### src/design/skpe_pkg.sv
// Shared constants and helpers for the serial keyboard protocol engine.
package skpe_pkg;

    localparam int QUEUE_DEPTH = 64;
    localparam int QUEUE_AW    = $clog2(QUEUE_DEPTH);

    localparam int NOW_W   = 48;
    localparam int DELAY_W = 16;
    localparam int TMO_W   = 24;
    localparam int BYTE_W  = 8;
    localparam int CODE_W  = 7;
    localparam int CFG_W   = 24;
    localparam int CFG_IW  = 2;

    localparam logic [1:0] OP_KEY  = 2'd0;
    localparam logic [1:0] OP_SR   = 2'd1;
    localparam logic [1:0] OP_ACR  = 2'd2;
    localparam logic [1:0] OP_TICK = 2'd3;

    localparam logic [CFG_IW-1:0] CFG_BYTE_DELAY = 2'd0;
    localparam logic [CFG_IW-1:0] CFG_INQ_TMO    = 2'd1;
    localparam logic [CFG_IW-1:0] CFG_MODEL      = 2'd2;

    localparam logic [BYTE_W-1:0] CMD_INQUIRY = 8'h10;
    localparam logic [BYTE_W-1:0] CMD_INSTANT = 8'h14;
    localparam logic [BYTE_W-1:0] CMD_MODEL   = 8'h16;
    localparam logic [BYTE_W-1:0] CMD_TEST    = 8'h36;

    localparam logic [BYTE_W-1:0] NULL_REPLY   = 8'h7B;
    localparam logic [BYTE_W-1:0] TEST_REPLY   = 8'h7D;
    localparam logic [BYTE_W-1:0] EXT_PREFIX   = 8'd121;
    localparam logic [BYTE_W-1:0] OTHER_REPLY  = 8'h00;
    localparam logic [2:0]        SR_MODE_OUT  = 3'd6;

    localparam logic [DELAY_W-1:0] BYTE_DELAY_RST = 16'd8000;
    localparam logic [TMO_W-1:0]   INQ_TMO_RST    = 24'd2000000;
    localparam logic [BYTE_W-1:0]  MODEL_RST      = 8'h0B;

    function automatic logic [QUEUE_AW-1:0] ring_inc(input logic [QUEUE_AW-1:0] p);
        logic [QUEUE_AW-1:0] r;
        if (p == QUEUE_AW'(QUEUE_DEPTH - 1)) begin
            r = '0;
        end else begin
            r = p + 1'b1;
        end
        return r;
    endfunction

endpackage

### src/design/serial_keyboard_protocol_engine.sv
// Top level of the serial keyboard protocol engine: key queue, command link and result stage.
// The engine takes one word per cycle on the input channel and returns one result word for
// each, which passes first through the input register and then through the result
// register. All step logic sits between those two registers, so the throughput is one word
// per clock whenever the result side keeps taking words. Key events are held in a ring RAM
// of QUEUE_DEPTH entries with a registered read port that always reads the current head;
// a one-entry bypass covers a key written to the head slot in the same cycle. Configuration
// writes take effect on the next clock edge and are meant to be issued while the engine is
// idle.
module serial_keyboard_protocol_engine (
    input  logic                          aclk,
    input  logic                          aresetn,
    input  logic                          s_valid,
    output logic                          s_ready,
    input  logic [1:0]                    s_op,
    input  logic [skpe_pkg::NOW_W-1:0]    s_now,
    input  logic [skpe_pkg::CODE_W-1:0]   s_key_code,
    input  logic                          s_key_down,
    input  logic [skpe_pkg::BYTE_W-1:0]   s_reg_value,
    output logic                          m_valid,
    input  logic                          m_ready,
    output logic [skpe_pkg::BYTE_W-1:0]   m_shift_value,
    output logic                          m_reply_loaded,
    output logic                          m_irq_raise,
    output logic                          m_irq_sr_clear,
    output logic                          m_data_line,
    output logic                          m_key_dropped,
    input  logic                          cfg_we,
    input  logic [skpe_pkg::CFG_IW-1:0]   cfg_index,
    input  logic [skpe_pkg::CFG_W-1:0]    cfg_data
);
    import skpe_pkg::*;

    typedef enum logic [1:0] {
        LS_IDLE    = 2'd0,
        LS_RX_CMD  = 2'd1,
        LS_GOT_CMD = 2'd2,
        LS_RX_END  = 2'd3
    } link_state_t;

    typedef enum logic [1:0] {
        TK_NONE = 2'd0,
        TK_CMD  = 2'd1,
        TK_END  = 2'd2
    } timed_kind_t;

    // Configuration.
    logic [DELAY_W-1:0] byte_delay_reg;
    logic [TMO_W-1:0]   inq_tmo_reg;
    logic [BYTE_W-1:0]  model_reg;

    // Input register.
    logic               in_valid_reg;
    logic [1:0]         in_op_reg;
    logic [NOW_W-1:0]   in_now_reg;
    logic [CODE_W-1:0]  in_code_reg;
    logic               in_down_reg;
    logic [BYTE_W-1:0]  in_val_reg;

    // Engine state.
    link_state_t        link_reg, link_next;
    logic               held_reg, held_next;
    logic [BYTE_W-1:0]  reply_reg, reply_next;
    logic [BYTE_W-1:0]  instant_reg, instant_next;
    logic               wait_reg, wait_next;
    logic [NOW_W-1:0]   inq_due_reg, inq_due_next;
    timed_kind_t        kind_reg, kind_next;
    logic [NOW_W-1:0]   timed_due_reg, timed_due_next;
    logic [QUEUE_AW-1:0] head_reg, head_next;
    logic [QUEUE_AW-1:0] tail_reg, tail_next;
    logic [BYTE_W-1:0]  shift_reg, shift_next;
    logic               line_reg, line_next;
    logic [BYTE_W-1:0]  acr_reg, acr_next;

    // Head bypass.
    logic               byp_valid_reg;
    logic [BYTE_W-1:0]  byp_data_reg;

    // Result register.
    logic               m_valid_reg;
    logic [BYTE_W-1:0]  m_shift_reg;
    logic               m_loaded_reg, m_irq_reg, m_clear_reg, m_line_reg, m_drop_reg;

    // Step signals.
    logic               proc;
    logic               loaded, irq, sr_clear, dropped;
    logic               ring_we;
    logic [BYTE_W-1:0]  ring_wdata;
    logic [BYTE_W-1:0]  ram_q;
    logic [BYTE_W-1:0]  head_word;
    logic               ring_empty;
    logic [QUEUE_AW-1:0] tail_inc;
    logic [QUEUE_AW-1:0] ram_raddr;
    logic               pop_ext;
    logic [BYTE_W-1:0]  pop_shifted;
    logic [BYTE_W-1:0]  pop_data;
    logic [NOW_W-1:0]   now_plus_delay;
    logic [NOW_W-1:0]   now_plus_tmo;

    assign proc    = in_valid_reg && (!m_valid_reg || m_ready);
    assign s_ready = !in_valid_reg || proc;

    assign tail_inc       = ring_inc(tail_reg);
    assign ring_empty     = (head_reg == tail_reg);
    assign head_word      = byp_valid_reg ? byp_data_reg : ram_q;
    assign pop_ext        = head_word[CODE_W-1];
    assign pop_shifted    = {head_word[BYTE_W-1], head_word[CODE_W-2:0], 1'b0};
    assign pop_data       = pop_ext ? EXT_PREFIX : pop_shifted;
    assign ring_wdata     = {!in_down_reg, in_code_reg};
    assign now_plus_delay = in_now_reg + NOW_W'(byte_delay_reg);
    assign now_plus_tmo   = in_now_reg + NOW_W'(inq_tmo_reg);

    always_comb begin
        link_next      = link_reg;
        held_next      = held_reg;
        reply_next     = reply_reg;
        instant_next   = instant_reg;
        wait_next      = wait_reg;
        inq_due_next   = inq_due_reg;
        kind_next      = kind_reg;
        timed_due_next = timed_due_reg;
        head_next      = head_reg;
        tail_next      = tail_reg;
        shift_next     = shift_reg;
        line_next      = line_reg;
        acr_next       = acr_reg;
        loaded         = 1'b0;
        irq            = 1'b0;
        sr_clear       = 1'b0;
        dropped        = 1'b0;
        ring_we        = 1'b0;

        case (in_op_reg)
            OP_KEY: begin
                if (tail_inc == head_reg) begin
                    dropped = 1'b1;
                end else begin
                    ring_we   = 1'b1;
                    tail_next = tail_inc;
                end
            end
            OP_SR: begin
                shift_next = in_val_reg;
                sr_clear   = 1'b1;
                if (acr_reg[4:2] == SR_MODE_OUT && in_val_reg == '0 && line_reg) begin
                    line_next = 1'b0;
                    if (link_reg == LS_IDLE) begin
                        link_next      = LS_RX_CMD;
                        kind_next      = TK_CMD;
                        timed_due_next = now_plus_delay;
                        wait_next      = 1'b0;
                    end
                end
            end
            OP_ACR: begin
                acr_next = in_val_reg;
                if ((acr_reg[4] ^ in_val_reg[4]) && !in_val_reg[4] && !line_reg) begin
                    line_next = 1'b1;
                    if (link_reg == LS_GOT_CMD) begin
                        link_next      = LS_RX_END;
                        kind_next      = TK_END;
                        timed_due_next = now_plus_delay;
                    end
                end
            end
            default: begin
                if (kind_reg != TK_NONE && in_now_reg >= timed_due_reg) begin
                    kind_next = TK_NONE;
                    if (kind_reg == TK_CMD) begin
                        // The link is busy from here on, so the reply is held, unless an inquiry finds the queue empty.
                        irq       = 1'b1;
                        line_next = shift_reg[0];
                        link_next = LS_GOT_CMD;
                        held_next = 1'b1;
                        case (shift_reg)
                            CMD_INQUIRY: begin
                                if (!ring_empty) begin
                                    head_next  = ring_inc(head_reg);
                                    reply_next = pop_data;
                                    if (pop_ext) begin
                                        instant_next = pop_shifted;
                                    end
                                end else begin
                                    held_next    = held_reg;
                                    wait_next    = 1'b1;
                                    inq_due_next = now_plus_tmo;
                                end
                            end
                            CMD_INSTANT: begin
                                reply_next   = instant_reg;
                                instant_next = NULL_REPLY;
                            end
                            CMD_MODEL: reply_next = model_reg;
                            CMD_TEST:  reply_next = TEST_REPLY;
                            default:   reply_next = OTHER_REPLY;
                        endcase
                    end else begin
                        link_next = LS_IDLE;
                        if (held_reg) begin
                            held_next  = 1'b0;
                            shift_next = reply_reg;
                            irq        = 1'b1;
                            loaded     = 1'b1;
                            line_next  = 1'b1;
                        end
                    end
                end
                // A waiting inquiry never coincides with a pop by the command above.
                if (wait_next && (!ring_empty || in_now_reg >= inq_due_next)) begin
                    wait_next = 1'b0;
                    if (link_next != LS_IDLE) begin
                        held_next  = 1'b1;
                        reply_next = ring_empty ? NULL_REPLY : pop_data;
                    end else begin
                        shift_next = ring_empty ? NULL_REPLY : pop_data;
                        irq        = 1'b1;
                        loaded     = 1'b1;
                        line_next  = 1'b1;
                    end
                    if (!ring_empty) begin
                        head_next = ring_inc(head_reg);
                        if (pop_ext) begin
                            instant_next = pop_shifted;
                        end
                    end
                end
            end
        endcase
    end

    assign ram_raddr = proc ? head_next : head_reg;

    skpe_ram #(
        .WIDTH(BYTE_W),
        .DEPTH(QUEUE_DEPTH)
    ) u_ring (
        .aclk  (aclk),
        .we    (proc && ring_we),
        .waddr (tail_reg),
        .wdata (ring_wdata),
        .raddr (ram_raddr),
        .rdata (ram_q)
    );

    always_ff @(posedge aclk) begin
        if (!aresetn) begin
            byte_delay_reg <= BYTE_DELAY_RST;
            inq_tmo_reg    <= INQ_TMO_RST;
            model_reg      <= MODEL_RST;
            in_valid_reg   <= 1'b0;
            link_reg       <= LS_IDLE;
            held_reg       <= 1'b0;
            reply_reg      <= '0;
            instant_reg    <= NULL_REPLY;
            wait_reg       <= 1'b0;
            inq_due_reg    <= '0;
            kind_reg       <= TK_NONE;
            timed_due_reg  <= '0;
            head_reg       <= '0;
            tail_reg       <= '0;
            shift_reg      <= '0;
            line_reg       <= 1'b1;
            acr_reg        <= '0;
            byp_valid_reg  <= 1'b0;
            m_valid_reg    <= 1'b0;
        end else begin
            if (cfg_we) begin
                unique case (cfg_index)
                    CFG_BYTE_DELAY: byte_delay_reg <= cfg_data[DELAY_W-1:0];
                    CFG_INQ_TMO:    inq_tmo_reg    <= cfg_data[TMO_W-1:0];
                    CFG_MODEL:      model_reg      <= cfg_data[BYTE_W-1:0];
                    default: ;
                endcase
            end

            if (s_ready) begin
                in_valid_reg <= s_valid;
            end

            if (s_valid && s_ready) begin
                in_op_reg   <= s_op;
                in_now_reg  <= s_now;
                in_code_reg <= s_key_code;
                in_down_reg <= s_key_down;
                in_val_reg  <= s_reg_value;
            end

            byp_valid_reg <= proc && ring_we && (tail_reg == ram_raddr);
            byp_data_reg  <= ring_wdata;

            if (proc) begin
                link_reg      <= link_next;
                held_reg      <= held_next;
                reply_reg     <= reply_next;
                instant_reg   <= instant_next;
                wait_reg      <= wait_next;
                inq_due_reg   <= inq_due_next;
                kind_reg      <= kind_next;
                timed_due_reg <= timed_due_next;
                head_reg      <= head_next;
                tail_reg      <= tail_next;
                shift_reg     <= shift_next;
                line_reg      <= line_next;
                acr_reg       <= acr_next;
                m_valid_reg   <= 1'b1;
                m_shift_reg   <= shift_next;
                m_loaded_reg  <= loaded;
                m_irq_reg     <= irq;
                m_clear_reg   <= sr_clear;
                m_line_reg    <= line_next;
                m_drop_reg    <= dropped;
            end else if (m_ready) begin
                m_valid_reg <= 1'b0;
            end
        end
    end

    assign m_valid        = m_valid_reg;
    assign m_shift_value  = m_shift_reg;
    assign m_reply_loaded = m_loaded_reg;
    assign m_irq_raise    = m_irq_reg;
    assign m_irq_sr_clear = m_clear_reg;
    assign m_data_line    = m_line_reg;
    assign m_key_dropped  = m_drop_reg;

endmodule

### src/design/skpe_ram.sv
// Generic single-write, single-read RAM with a registered read port.
module skpe_ram #(
    parameter int WIDTH = 8,
    parameter int DEPTH = 64
) (
    input  logic                     aclk,
    input  logic                     we,
    input  logic [$clog2(DEPTH)-1:0] waddr,
    input  logic [WIDTH-1:0]         wdata,
    input  logic [$clog2(DEPTH)-1:0] raddr,
    output logic [WIDTH-1:0]         rdata
);

    logic [WIDTH-1:0] mem [DEPTH];
    logic [WIDTH-1:0] rdata_reg;

    always_ff @(posedge aclk) begin
        if (we) begin
            mem[waddr] <= wdata;
        end
        rdata_reg <= mem[raddr];
    end

    assign rdata = rdata_reg;

endmodule
### config.mk
export PLATFORM = sky130hd
export DESIGN_NAME = serial_keyboard_protocol_engine
export DESIGN_NICKNAME = d
export VERILOG_FILES = /design/src/design/skpe_pkg.sv /design/src/design/serial_keyboard_protocol_engine.sv /design/src/design/skpe_ram.sv
export SDC_FILE = /design/constraint.sdc
export NUM_CORES = 1
export LEC_CHECK = 0
export BUFFER_PORTS_ARGS = -buffer_cell sky130_fd_sc_hd__buf_2
export CAP_MARGIN = 30
export CORE_UTILIZATION = 60
export CTS_BUF_LIST = sky130_fd_sc_hd__clkbuf_16
export DETAILED_ROUTE_END_ITERATION = 12
export PLACE_DENSITY = 0.88
export SYNTH_ARGS = -nofsm -noshare
export SYNTH_HDL_FRONTEND = slang
export SYNTH_HIERARCHICAL = 1
export SYNTH_SLANG_ARGS = --single-unit
export TNS_END_PERCENT = 20
### constraint.sdc
create_clock -name aclk -period 6.1 [get_ports aclk]
set_clock_uncertainty 0.1 [all_clocks]
set_input_delay 0.305 -clock aclk [delete_from_list [all_inputs] [get_ports aclk]]
set_output_delay 0.305 -clock aclk [all_outputs]
set_load 0.005 [all_outputs]
### Yosys cells after proc, flatten, opt, wreduce, memory -nomap -nowiden

Memories as Yosys holds them, arrays and structs flattened. A register that Yosys moved wholly into a read port is not among the register bits.
Cells that the tools add are included.

* add/subtract/negate cells: 4
* magnitude comparators: 2
* equality and inequality tests: 20
* multiplexer cells: 95
* bitwise operators: 5
* reduce and logical (&&, ||, !) cells: 42

Operators by type and width (number)
* $mux 48: 9
* $mux 8: 20
* $ge 48x48->1: 2
* $pmux 48 s2: 1
* $mux 6: 10
* $add 48x16->48: 1
* $add 48x24->48: 1
* $mux 1: 38
* $pmux 8 s2: 2
* $pmux 8 s4: 1
* $eq 8x5->1 const B: 3
* $mux 2: 10
* $eq 6x6->1: 3
* $reduce_and 2->1: 7
* $add 6x1->6 const B: 2
* $eq 6x6->1 const B: 2
* $pmux 2 s3: 2
* $reduce_and 6->1: 2
* $logic_and 1x1->1: 10
* $eq 8x6->1 const B: 1
* $logic_not 8->1: 1
* $ne 2x2->1 const B: 4
* $reduce_bool 2->1: 4
* $reduce_and 7->1: 1
* other kinds (15): 31

* register bits: 282
* RAM bits: 512
* input bits: 97
* output and inout bits: 15
* word-level logic and storage cells: 200
* memories: 1

Memory list
* u_ring.mem: depth 64, bits a word 8, read ports 1, clocked after Yosys merged registers in 1, wr ports 1, RTL line skpe_ram.sv:14 `logic [WIDTH-1:0] mem [DEPTH];`

### Depth between registers and ports, before layout

Gate-level depths: netlist of run 1.

* depth in word-level cells: 14
* gate-level depth with buffers: 26
* mapped depth without buffers: 24

### Cells and area by module

Netlist of run 1, hierarchy kept.

By module, submodules not included
* skpe_ram: times used 1, cells an instance 972, area each 20190.6 um^2, seq. area each 15534.9 um^2
* serial_keyboard_protocol_engine: times used 1, cells an instance 1881, area each 16489.6 um^2, seq. area each 6476.2 um^2

### Least setup slack after synthesis of run 1

No wires, ideal clock.

* kind: register -> register
* start: register in_now_reg[0]
* end: register reply_reg[0]
* setup time: 0.122 ns
* arrival time: 5.346 ns
* data required time: 5.878 ns
* path slack: 0.533 ns
* stages on the path, launching flop included: 22
* path buffers: 2
* clock period less this slack: 5.567 ns
* path through: edfxtp_1 inv_1 ha_1 nand2b_1 a2111o_1 a32oi_1 a31oi_1 o31ai_1 nor2_2 buf_2 buf_2 mux2i_1 ha_1 nand4_1 or4_1 nor4_1 a311o_1 o31ai_1 or3b_4 a21oi_2 nor2_2 a221o_1

* cells in the longest elaborated chain, start to end: 10
* elaborated cells between the ends (all ways): 19
* classes of those cells: 1 x add/sub; 2 x order compare; 12 x mux; 4 x reduce/logical

Ends and longest elaborated chain
* start: declaration: RTL line serial_keyboard_protocol_engine.sv:55 `logic [NOW_W-1:0] in_now_reg;`
* start signal: assignment: RTL line serial_keyboard_protocol_engine.sv:282 `in_now_reg <= s_now;`
* $add 48x24->48: RTL line serial_keyboard_protocol_engine.sv:111 `assign now_plus_tmo = in_now_reg + NOW_W'(inq_tmo_reg);`
* $mux 48: RTL line serial_keyboard_protocol_engine.sv:177 `if (!ring_empty) begin`
* $mux 48: RTL line serial_keyboard_protocol_engine.sv:175 `case (shift_reg)`
* $mux 48: RTL line serial_keyboard_protocol_engine.sv:169 `if (kind_reg == TK_CMD) begin`
* $mux 48: RTL line serial_keyboard_protocol_engine.sv:167 `if (kind_reg != TK_NONE && in_now_reg >= timed_due_reg) begin`
* $mux 48: RTL line serial_keyboard_protocol_engine.sv:133 `case (in_op_reg)`
* $ge 48x48->1: RTL line serial_keyboard_protocol_engine.sv:209 `if (wait_next && (!ring_empty || in_now_reg >= inq_due_next)) begin`
* $logic_or 1x1->1: RTL line serial_keyboard_protocol_engine.sv:209
* $logic_and 1x1->1: RTL line serial_keyboard_protocol_engine.sv:209
* $mux 8 (*): RTL line serial_keyboard_protocol_engine.sv:209
* end signal: assignment: RTL line serial_keyboard_protocol_engine.sv:294 `reply_reg <= reply_next;`
* end: declaration: RTL line serial_keyboard_protocol_engine.sv:63 `logic [BYTE_W-1:0] reply_reg, reply_next;`

Every way passes the cells marked *; elsewhere a longest branch is shown, timed or not. The select of a mux whose other input is x is not followed.
A chain may end at the register's enable or synchronous reset.

### Final worst setup path of run 1

* start: register in_now_reg[0]
* end: register u_ring.rdata_reg[3] (netlist: u_ring/rdata[3]) (read register of u_ring.mem)

* cells in the longest elaborated chain, start to end: 12
* elaborated cells between the ends (all ways): 18
* classes of those cells: 1 x add/sub; 2 x order compare; 12 x mux; 3 x reduce/logical

Ends and longest elaborated chain
* $add 48x24->48: RTL line serial_keyboard_protocol_engine.sv:111
* $mux 48: RTL line serial_keyboard_protocol_engine.sv:177
* $mux 48: RTL line serial_keyboard_protocol_engine.sv:175
* $mux 48: RTL line serial_keyboard_protocol_engine.sv:169
* $mux 48: RTL line serial_keyboard_protocol_engine.sv:167
* $mux 48: RTL line serial_keyboard_protocol_engine.sv:133
* $ge 48x48->1: RTL line serial_keyboard_protocol_engine.sv:209
* $logic_or 1x1->1: RTL line serial_keyboard_protocol_engine.sv:209
* $logic_and 1x1->1: RTL line serial_keyboard_protocol_engine.sv:209
* $mux 6 (*): RTL line serial_keyboard_protocol_engine.sv:209
* $mux 6 (*): RTL line serial_keyboard_protocol_engine.sv:133
* $mux 6 (*)
* named net ram_raddr[3]: RTL line serial_keyboard_protocol_engine.sv:93 `logic [QUEUE_AW-1:0] ram_raddr;`
* end: declaration: RTL line skpe_ram.sv:15 `logic [WIDTH-1:0] rdata_reg;`

The timed path passes the listed nets; every way through them passes the cells marked *. The select of a mux whose other input is x is not followed.

==> summary.md, run 1 <==
| Metric | Value |
|---|---|
| Final Cell Area | approximately 43000 sq um |
| Cell variety after synth | 86 |
| Worst R2R End | u_ring/rdata[3] |
| Final HPWL DP | around 60000 um |
| Routed length per instance | 25.1 um |
| Share of layout cells above drive strength 1 | approximately 17% |
| Combinational share of power | about 5.2% |
| Die area | 62100 sq um |
| Post-layout util | a little over two thirds |
| Sequential fraction of the synthesis area | approximately 60% |
| Fill count | 3726 |
| Hold depth | 5 |
| Clock network fraction of design power | a little under half |
| Post-DP Area | 38400 sq um |
| CP Capture Type | flop |
| Area share of the largest cell type after synthesis | slightly below 50% |
| Initial Util | between 60% and 70% |
| Net Switching | ~2700 uW |
| Drt first pass iters | 10 |
| Die Height | roughly 250 um |
| Synth Flop Type | edfxtp_1 |
| Sink Count | 800 |
| Final Wtd Congestion | about 0.94 |
| Largest cells by area after synthesis | edfxtp_1 49%, dfxtp_1 11%, mux4_2 7.6% |
| # IOs | 112 |
| First-pass GRT wire length | around 150000 um |
| Post-Place Worst Slack | -0.0362 ns |
| Cell taking the most area after synthesis | edfxtp_1 |
| Max Slew Vio Count | 0 |
| Min cycle time layout | 5.98 ns |
| Switching Share | 22.3% |
| Hold Startpoint | cfg_index[1] |
| Hold Violations, Final | 0 |
| Fin nets | approximately 3400 |
| Buffers added on ports | between 100 and 150 |
| Post-synthesis sequential element count | 800 |
| Crit-path max cell delay | between 0.7 and 0.8 ns |
| Pwr Total | 12000 uW |
| Power per Cell Area | about 280 nW/um^2 |
| WS Path Type | reg2reg |
| Post-synth EDFFs | about 600 |
| Async S/R FF share, synth | 0% |
| Root buf cell | clkbuf_16 |
| Worst min path class | in2reg |
| Area delta synth->final | 16.0% |
| Initial antenna violation count | 1 |
| DRC errors left | 0 |
| Max-cap violations | 0 |
| Vias in the first global route | about 26000 |
| Final WS setup | 0.117 ns |
| Worst Hold End | byte_delay_reg[13] |
| Critical Path RT | 6.44 ns |
| Cell area after synthesis | around 37000 sq um |
| Lkg Pwr | roughly 0.015 uW |
| FF-to-FF Start | in_now_reg[0] |
| Synthesis warning total | 6 |
| R2r worst-path depth | 18 |
| Initial drt markers | between 3000 and 4000 |
| Antenna diode count | 0 |
| CTS tree | built |
| Final Setup Violations | 0 |
| Flop pwr share | 49.6% |
| Reg-to-reg slack, setup | roughly 0.12 ns |
| CP max-delay cell | o21ai_0 |
| Congestion Overflow GR | 0 |
| CP Max Fanout | 32 |
| # H-tree levels | 3 |
| Core Rows | 90 |
| Worst-path cell chain | inv_1 -> ha_1 -> nand2b_1 -> a2111o_1 -> a32oi_1 -> a31oi_2 -> buf_4 -> o311a_2 -> o211ai_1 -> o21ai_0 -> o31a_1 -> inv_1 -> buf_4 -> nand2b_1 -> o22ai_1 -> nor2_1 -> o21ai_0 -> nand3_1 |
| Relative max-transition margin | 28.0% |
| Total core area | just over 60000 sq um |
| Worst slew pin tran | 1.07 ns |
| Worst Path Arrival | about 6.3 ns |
| Clk buf depth | 3 |
| Clk slew on worst S/H paths | roughly 0.07 ns |
| Via Count | roughly 26000 |
| Synth Area per Inst | ~13 sq um |
| Detail Route Antenna Nets | 0 |
| Final wirelength | 99500 um |
| Worst vdd ir | 0.253 mV |
| Reg with most FFs | u_ring/mem |
| Internal power | 9310 uW |
| Startpoint types | flop |
| Highest achievable clock rate | ~170 MHz |
| Num CTS Buffers | 83 |
| Run status | finished clean |
| Max FFs per register | just over 500 |
| TNS Setup | 0 ns |
| Global-route usage over all layers | 32.0% |
| Skew-Pair Late Insertion Delay | roughly 0.67 ns |
| Mapped Nets | slightly above 3000 |
| Mapped Cells | approximately 2900 |
| Drt via density | 6.60 |
| Largest net degree at the start of global routing | 80 |
| Tcrit/Tclk final | just under 100% |
| Die Span X | around 250 um |
synth_stat cells, types with 27 or more instances:
master      n
a211oi_1   38
a21oi_1   188
clkbuf_1   96
dfxtp_1   201
edfxtp_1  599
ha_1      143
inv_1      80
mux2i_1    71
mux4_2    124
nand2_1   259
nand3_1    92
nand4_1    33
nor2_1    227
nor2b_1    27
nor3_1     33
o21a_1     28
o21ai_0   126
o22ai_1    29
xnor2_1    43
xor2_1     58
cells in the final DEF, fill, tap and decap left out, types with 23 or more instances in the layout:
master,netlist,routed
dfxtp_1,201,201
a22oi_1,23,23
buf_2,19,110
xor2_1,58,58
o22ai_1,29,29
mux2i_1,71,71
a211oi_1,38,35
clkbuf_16,0,85
nand2b_1,23,23
ha_1,143,143
nor3_1,33,32
mux4_2,124,124
nor2_1,227,224
a21oi_1,188,186
xnor2_1,43,42
o21ai_0,126,125
inv_1,80,93
nor2b_1,27,26
o21a_1,28,28
edfxtp_1,599,599
nand4_1,33,33
nand2_1,259,258
dlygate4sd3_1,0,98
buf_4,10,98
nand3_1,92,91
stage by stage:
| step | std cells | hold WS (ns) |
|---|---|---|
| floorplan | 2853 | 0.304 |
| global placement | 3698 | 0.337 |
| detailed placement | 3699 | 0.346 |
| CTS | 3951 | 0.0383 |
| global route | 3968 | 0.0926 |
| finish | 3968 | 0.0827 |
logic make-up (layout without fill, tap and decap cells):
logic type      after synthesis  in the layout  share of synthesized area, %
simple gates                807            807                          10.3
flops                       800            800                          60.0
compound gates              573            574                          9.88
buf+inv                     224            556                          2.63
mux                         202            202                          9.77
fa+ha+maj                   145            145                          4.99
xor+xnor                    102            102                          2.46
critical path, delay by kind of cell (launching register included):
| family | cells | cell delay [ns] |
|---|---|---|
| flops | 1 | 0.42 |
| simple gates | 4 | 0.75 |
| buf+inv | 4 | 0.81 |
| compound gates | 9 | 3.44 |
| fa+ha+maj | 1 | 0.24 |
area by class of cell:
type	count	area [sq um]	share of cell area [%]
well taps	782	978	2.30
flip-flops and latches	800	22000	51.7
repair buffers	317	2460	5.79
inverters	83	320	0.752
clock buffers	85	2130	5.00
multi-input cells	1830	13800	32.5
clock inverters	71	823	1.93
power groups by stage:
| stage | logic [uW] | registers [uW] | clock network (uW) |
|---|---|---|---|
| finish | 627 | 5940 | 5410 |
| global route | 683 | 5940 | 5650 |
| CTS | 599 | 5940 | 5440 |
| detailed placement | 544 | 6050 | 0 |
| global placement | 516 | 6050 | 0 |
| floorplan | 328 | 6060 | 0 |
metal layers:
metal | wire, um | vias up | global-route usage, %
met3 | 10100 | 372 | 7.07
met5 | 13 | - | 0
li1 | - | 11310 | -
met4 | 4820 | 2 | 14.1
met2 | 48500 | 1746 | 53.0
met1 | 36000 | 12750 | 40.5
worst max path at each step:
stage,slack (ns),to,cells after the start,startpoint
6_report,0.12,u_ring/rdata[3],18,in_now_reg[0]
3_5_place_dp,-0.04,reply_reg[0],24,in_now_reg[1]
2_1_floorplan,0.53,reply_reg[0],21,in_now_reg[0]
4_1_cts,0.05,reply_reg[5],24,in_now_reg[1]
5_1_grt,-0.11,m_shift_value[4],26,in_now_reg[0]
3_3_place_gp,0.15,m_shift_value[4],23,in_now_reg[0]
what timing repair did:
item,CTS,global route
gates cloned,0,1
resized for setup,2,14
endpoints found under the setup margin,13,29
hold buffers,96,2
hold endpoints to repair,122,1
setup buffers,0,11
pin swaps,0,9
Note: power is estimated with default switching activity, not from simulation.
==> run 2, diff against run 1 <==
--- a/config.mk
+++ b/config.mk
@@ -10,7 +10,7 @@
 export CORE_UTILIZATION = 60
 export CTS_BUF_LIST = sky130_fd_sc_hd__clkbuf_16
 export DETAILED_ROUTE_END_ITERATION = 12
-export PLACE_DENSITY = 0.88
+export PLACE_DENSITY = 0.77
 export SYNTH_ARGS = -nofsm -noshare
 export SYNTH_HDL_FRONTEND = slang
 export SYNTH_HIERARCHICAL = 1
==> run 2 against run 1 <==
Sequential power about the same. Final cell count about the same. Clock-buffer cell count down 2. Die area is the same. Via count fell by 2.7%. Core utilization down 0.53 points. Critical endpoint is now reply_reg[6]. First-iteration DRC count fell by 23%. Power is 4.4% lower. Non-clock buffer count increased by 6.
==> summary.md, run 2 (synthesis results as in run 1) <==
| Metric | Value |
|---|---|
| # H-tree levels | 3 |
| Vias in the first global route | between 20000 and 30000 |
| Hold Violations, Final | 0 |
| Largest net degree at the start of global routing | 80 |
| Initial drt markers | ~2700 |
| DRC errors left | 0 |
| Final Setup Violations | 0 |
| Via Count | around 25000 |
| # IOs | 112 |
| Commonest non-fill, non-tap cells in the layout | 599 x edfxtp_1, 258 x nand2_1, 225 x nor2_1 |
| Multi-input logic area | between 10000 and 15000 sq um |
| Critical Path RT | around 6.5 ns |
| Total core area | just over 60000 sq um |
| CTS tree | built |
| Relative max-transition margin | ~28% |
| Startpoint types | flop |
| Skew-Pair Late Insertion Delay | approximately 0.66 ns |
| Sink Count | 800 |
| Most common cell after layout, fill and taps aside | edfxtp_1 |
| Drt first pass iters | 8 |
| Max FFs per register | 512 |
| Share of layout cells above drive strength 1 | between 10% and 20% |
| Final wirelength | between 90000 and 100000 um |
| Tcrit/Tclk final | a little over nine tenths |
| CP Capture Type | flop |
| CP Max Fanout | 7 |
| Max Slew Vio Count | 0 |
| Clk buf depth | 3 |
| Fin nets | 3359 |
| Final Wtd Congestion | just over 0.9 |
| Global-route usage over all layers | about 31% |
| Die Span X | approximately 250 um |
| Storage cell area | between 20000 and 25000 sq um |
| Pwr Total | approximately 11000 uW |
| Hold_ws | 0.0172 ns |
| Post-DP Area | a little under 40000 sq um |
| Fill count | 3986 |
| Congestion Overflow GR | 0 |
| Worst vdd ir | between 0.2 and 0.3 mV |
| Final Cell Area | between 40000 and 50000 sq um |
| TNS Setup | 0 ns |
| RSZ-0062 raised after global routing | true |
| Clk slew on worst S/H paths | approximately 0.060 ns |
| Max-cap violations | 0 |
| Worst slew pin tran | about 1.1 ns |
| First-pass GRT wire length | 147000 um |
| Lkg Pwr | around 0.015 uW |
| Drt via density | 6.43 |
| Worst Path Arrival | between 6 and 7 ns |
| Num CTS Buffers | 80 |
| Die Height | 249 um |
| Core Rows | 90 |
| Root buf cell | clkbuf_16 |
| Buffers added on ports | roughly 110 |
| Reg-to-reg slack, setup | around 0.18 ns |
| Highest achievable clock rate | 169 MHz |
| Area delta synth->final | 15.2% |
| Final HPWL DP | 60700 um |
| Detail Route Antenna Nets | 0 |
| Initial Util | approximately three fifths |
| Initial antenna violation count | 1 |
| Power per Cell Area | about 270 nW/um^2 |
| Run status | finished clean |
| Worst min path class | in2reg |
| WS Path Type | reg2reg |
| Routed length per instance | ~24 um |
| Reg with most FFs | u_ring/mem |
| Min cycle time layout | 5.92 ns |
| Die area | 62100 sq um |
run 2: cell types whose count changed in the layout (fill, tap and decap cells not counted), sizes merged, moves of 2 or more:
cell	change
buf	+9
bufinv	-8
clkbuf	-2
clkinv	+11
clkinvlp	-3
dlygate4sd3	-3
inv	-6
run 2: routing by layer:
| metal | share of wire, % | up-vias | GRT usage, % |
|---|---|---|---|
| met2 | 49 | 1304 | 50.9 |
| li1 | - | 11333 | - |
| met1 | 39 | 12597 | 40.4 |
| met3 | 7.7 | 252 | 4.91 |
| met5 | 0 | - | 0 |
| met4 | 4.2 | 0 | 12.4 |
run 2: final cells by class:
type                    count  share of cell area (%)
flip-flops and latches    800                    52.1
diodes                      1                 0.00592
clock buffers              83                    4.92
inverters                  83                   0.758
multi-input cells        1829                    32.7
clock inverters            65                    1.31
well taps                 782                    2.32
repair buffers            323                    5.88
run 2: critical path, cell delays in order, from the launching register on:
cell	delay, ns
edfxtp_1	0.50
ha_1	0.40
o21a_1	0.15
o21a_1	0.17
nor3_1	0.07
nor2_1	0.14
o211ai_1	0.11
buf_4	0.16
a211o_1	0.35
a21o_1	0.24
a211oi_2	0.30
xnor2_1	0.13
o21a_1	0.18
ha_1	0.28
nand4_1	0.18
or4_1	0.58
nor4_2	0.21
a311o_1	0.21
o31ai_1	0.08
buf_4	0.19
or3b_4	0.44
a21oi_2	0.17
nor2_2	0.10
a221o_1	0.37
run 2: worst paths after layout:
| check | startpoint | end | depth (start not counted) |
|---|---|---|---|
| worst min register to register | timed_due_reg[11] | timed_due_reg[11] | 2 |
| worst max-delay path | in_now_reg[5] | reply_reg[6] | 23 |
| worst min-delay path | cfg_index[0] | byte_delay_reg[1] | 4 |
| worst max register to register | in_now_reg[5] | reply_reg[6] | 23 |
run 2: metrics by stage:
step	worst slack, ns	utilization [%]	cells
3_3_place_gp	0.202	63.6	3699
4_1_cts	0.00666	69.6	3944
3_5_place_dp	-0.0807	63.7	3701
6_report	0.180	70.0	3966
2_1_floorplan	0.533	-	2853
5_1_grt	-0.0623	70.0	3966
run 2: timing repair:
action / 4_1_cts / 5_1_grt
setup endpoints to repair: 13 / 29
endpoints found under the hold margin: 122 / 0
setup buffers: 0 / 18
hold buffers: 95 / 0
resized for setup: 2 / 16
pin swaps: 0 / 8
cloned: 0 / 1
run 2: where the power goes:
group	switching (uW)	internal, uW	total (uW)
Combinational	376	250	626
Sequential	45.5	5890	5940
Clock	2150	2750	4890
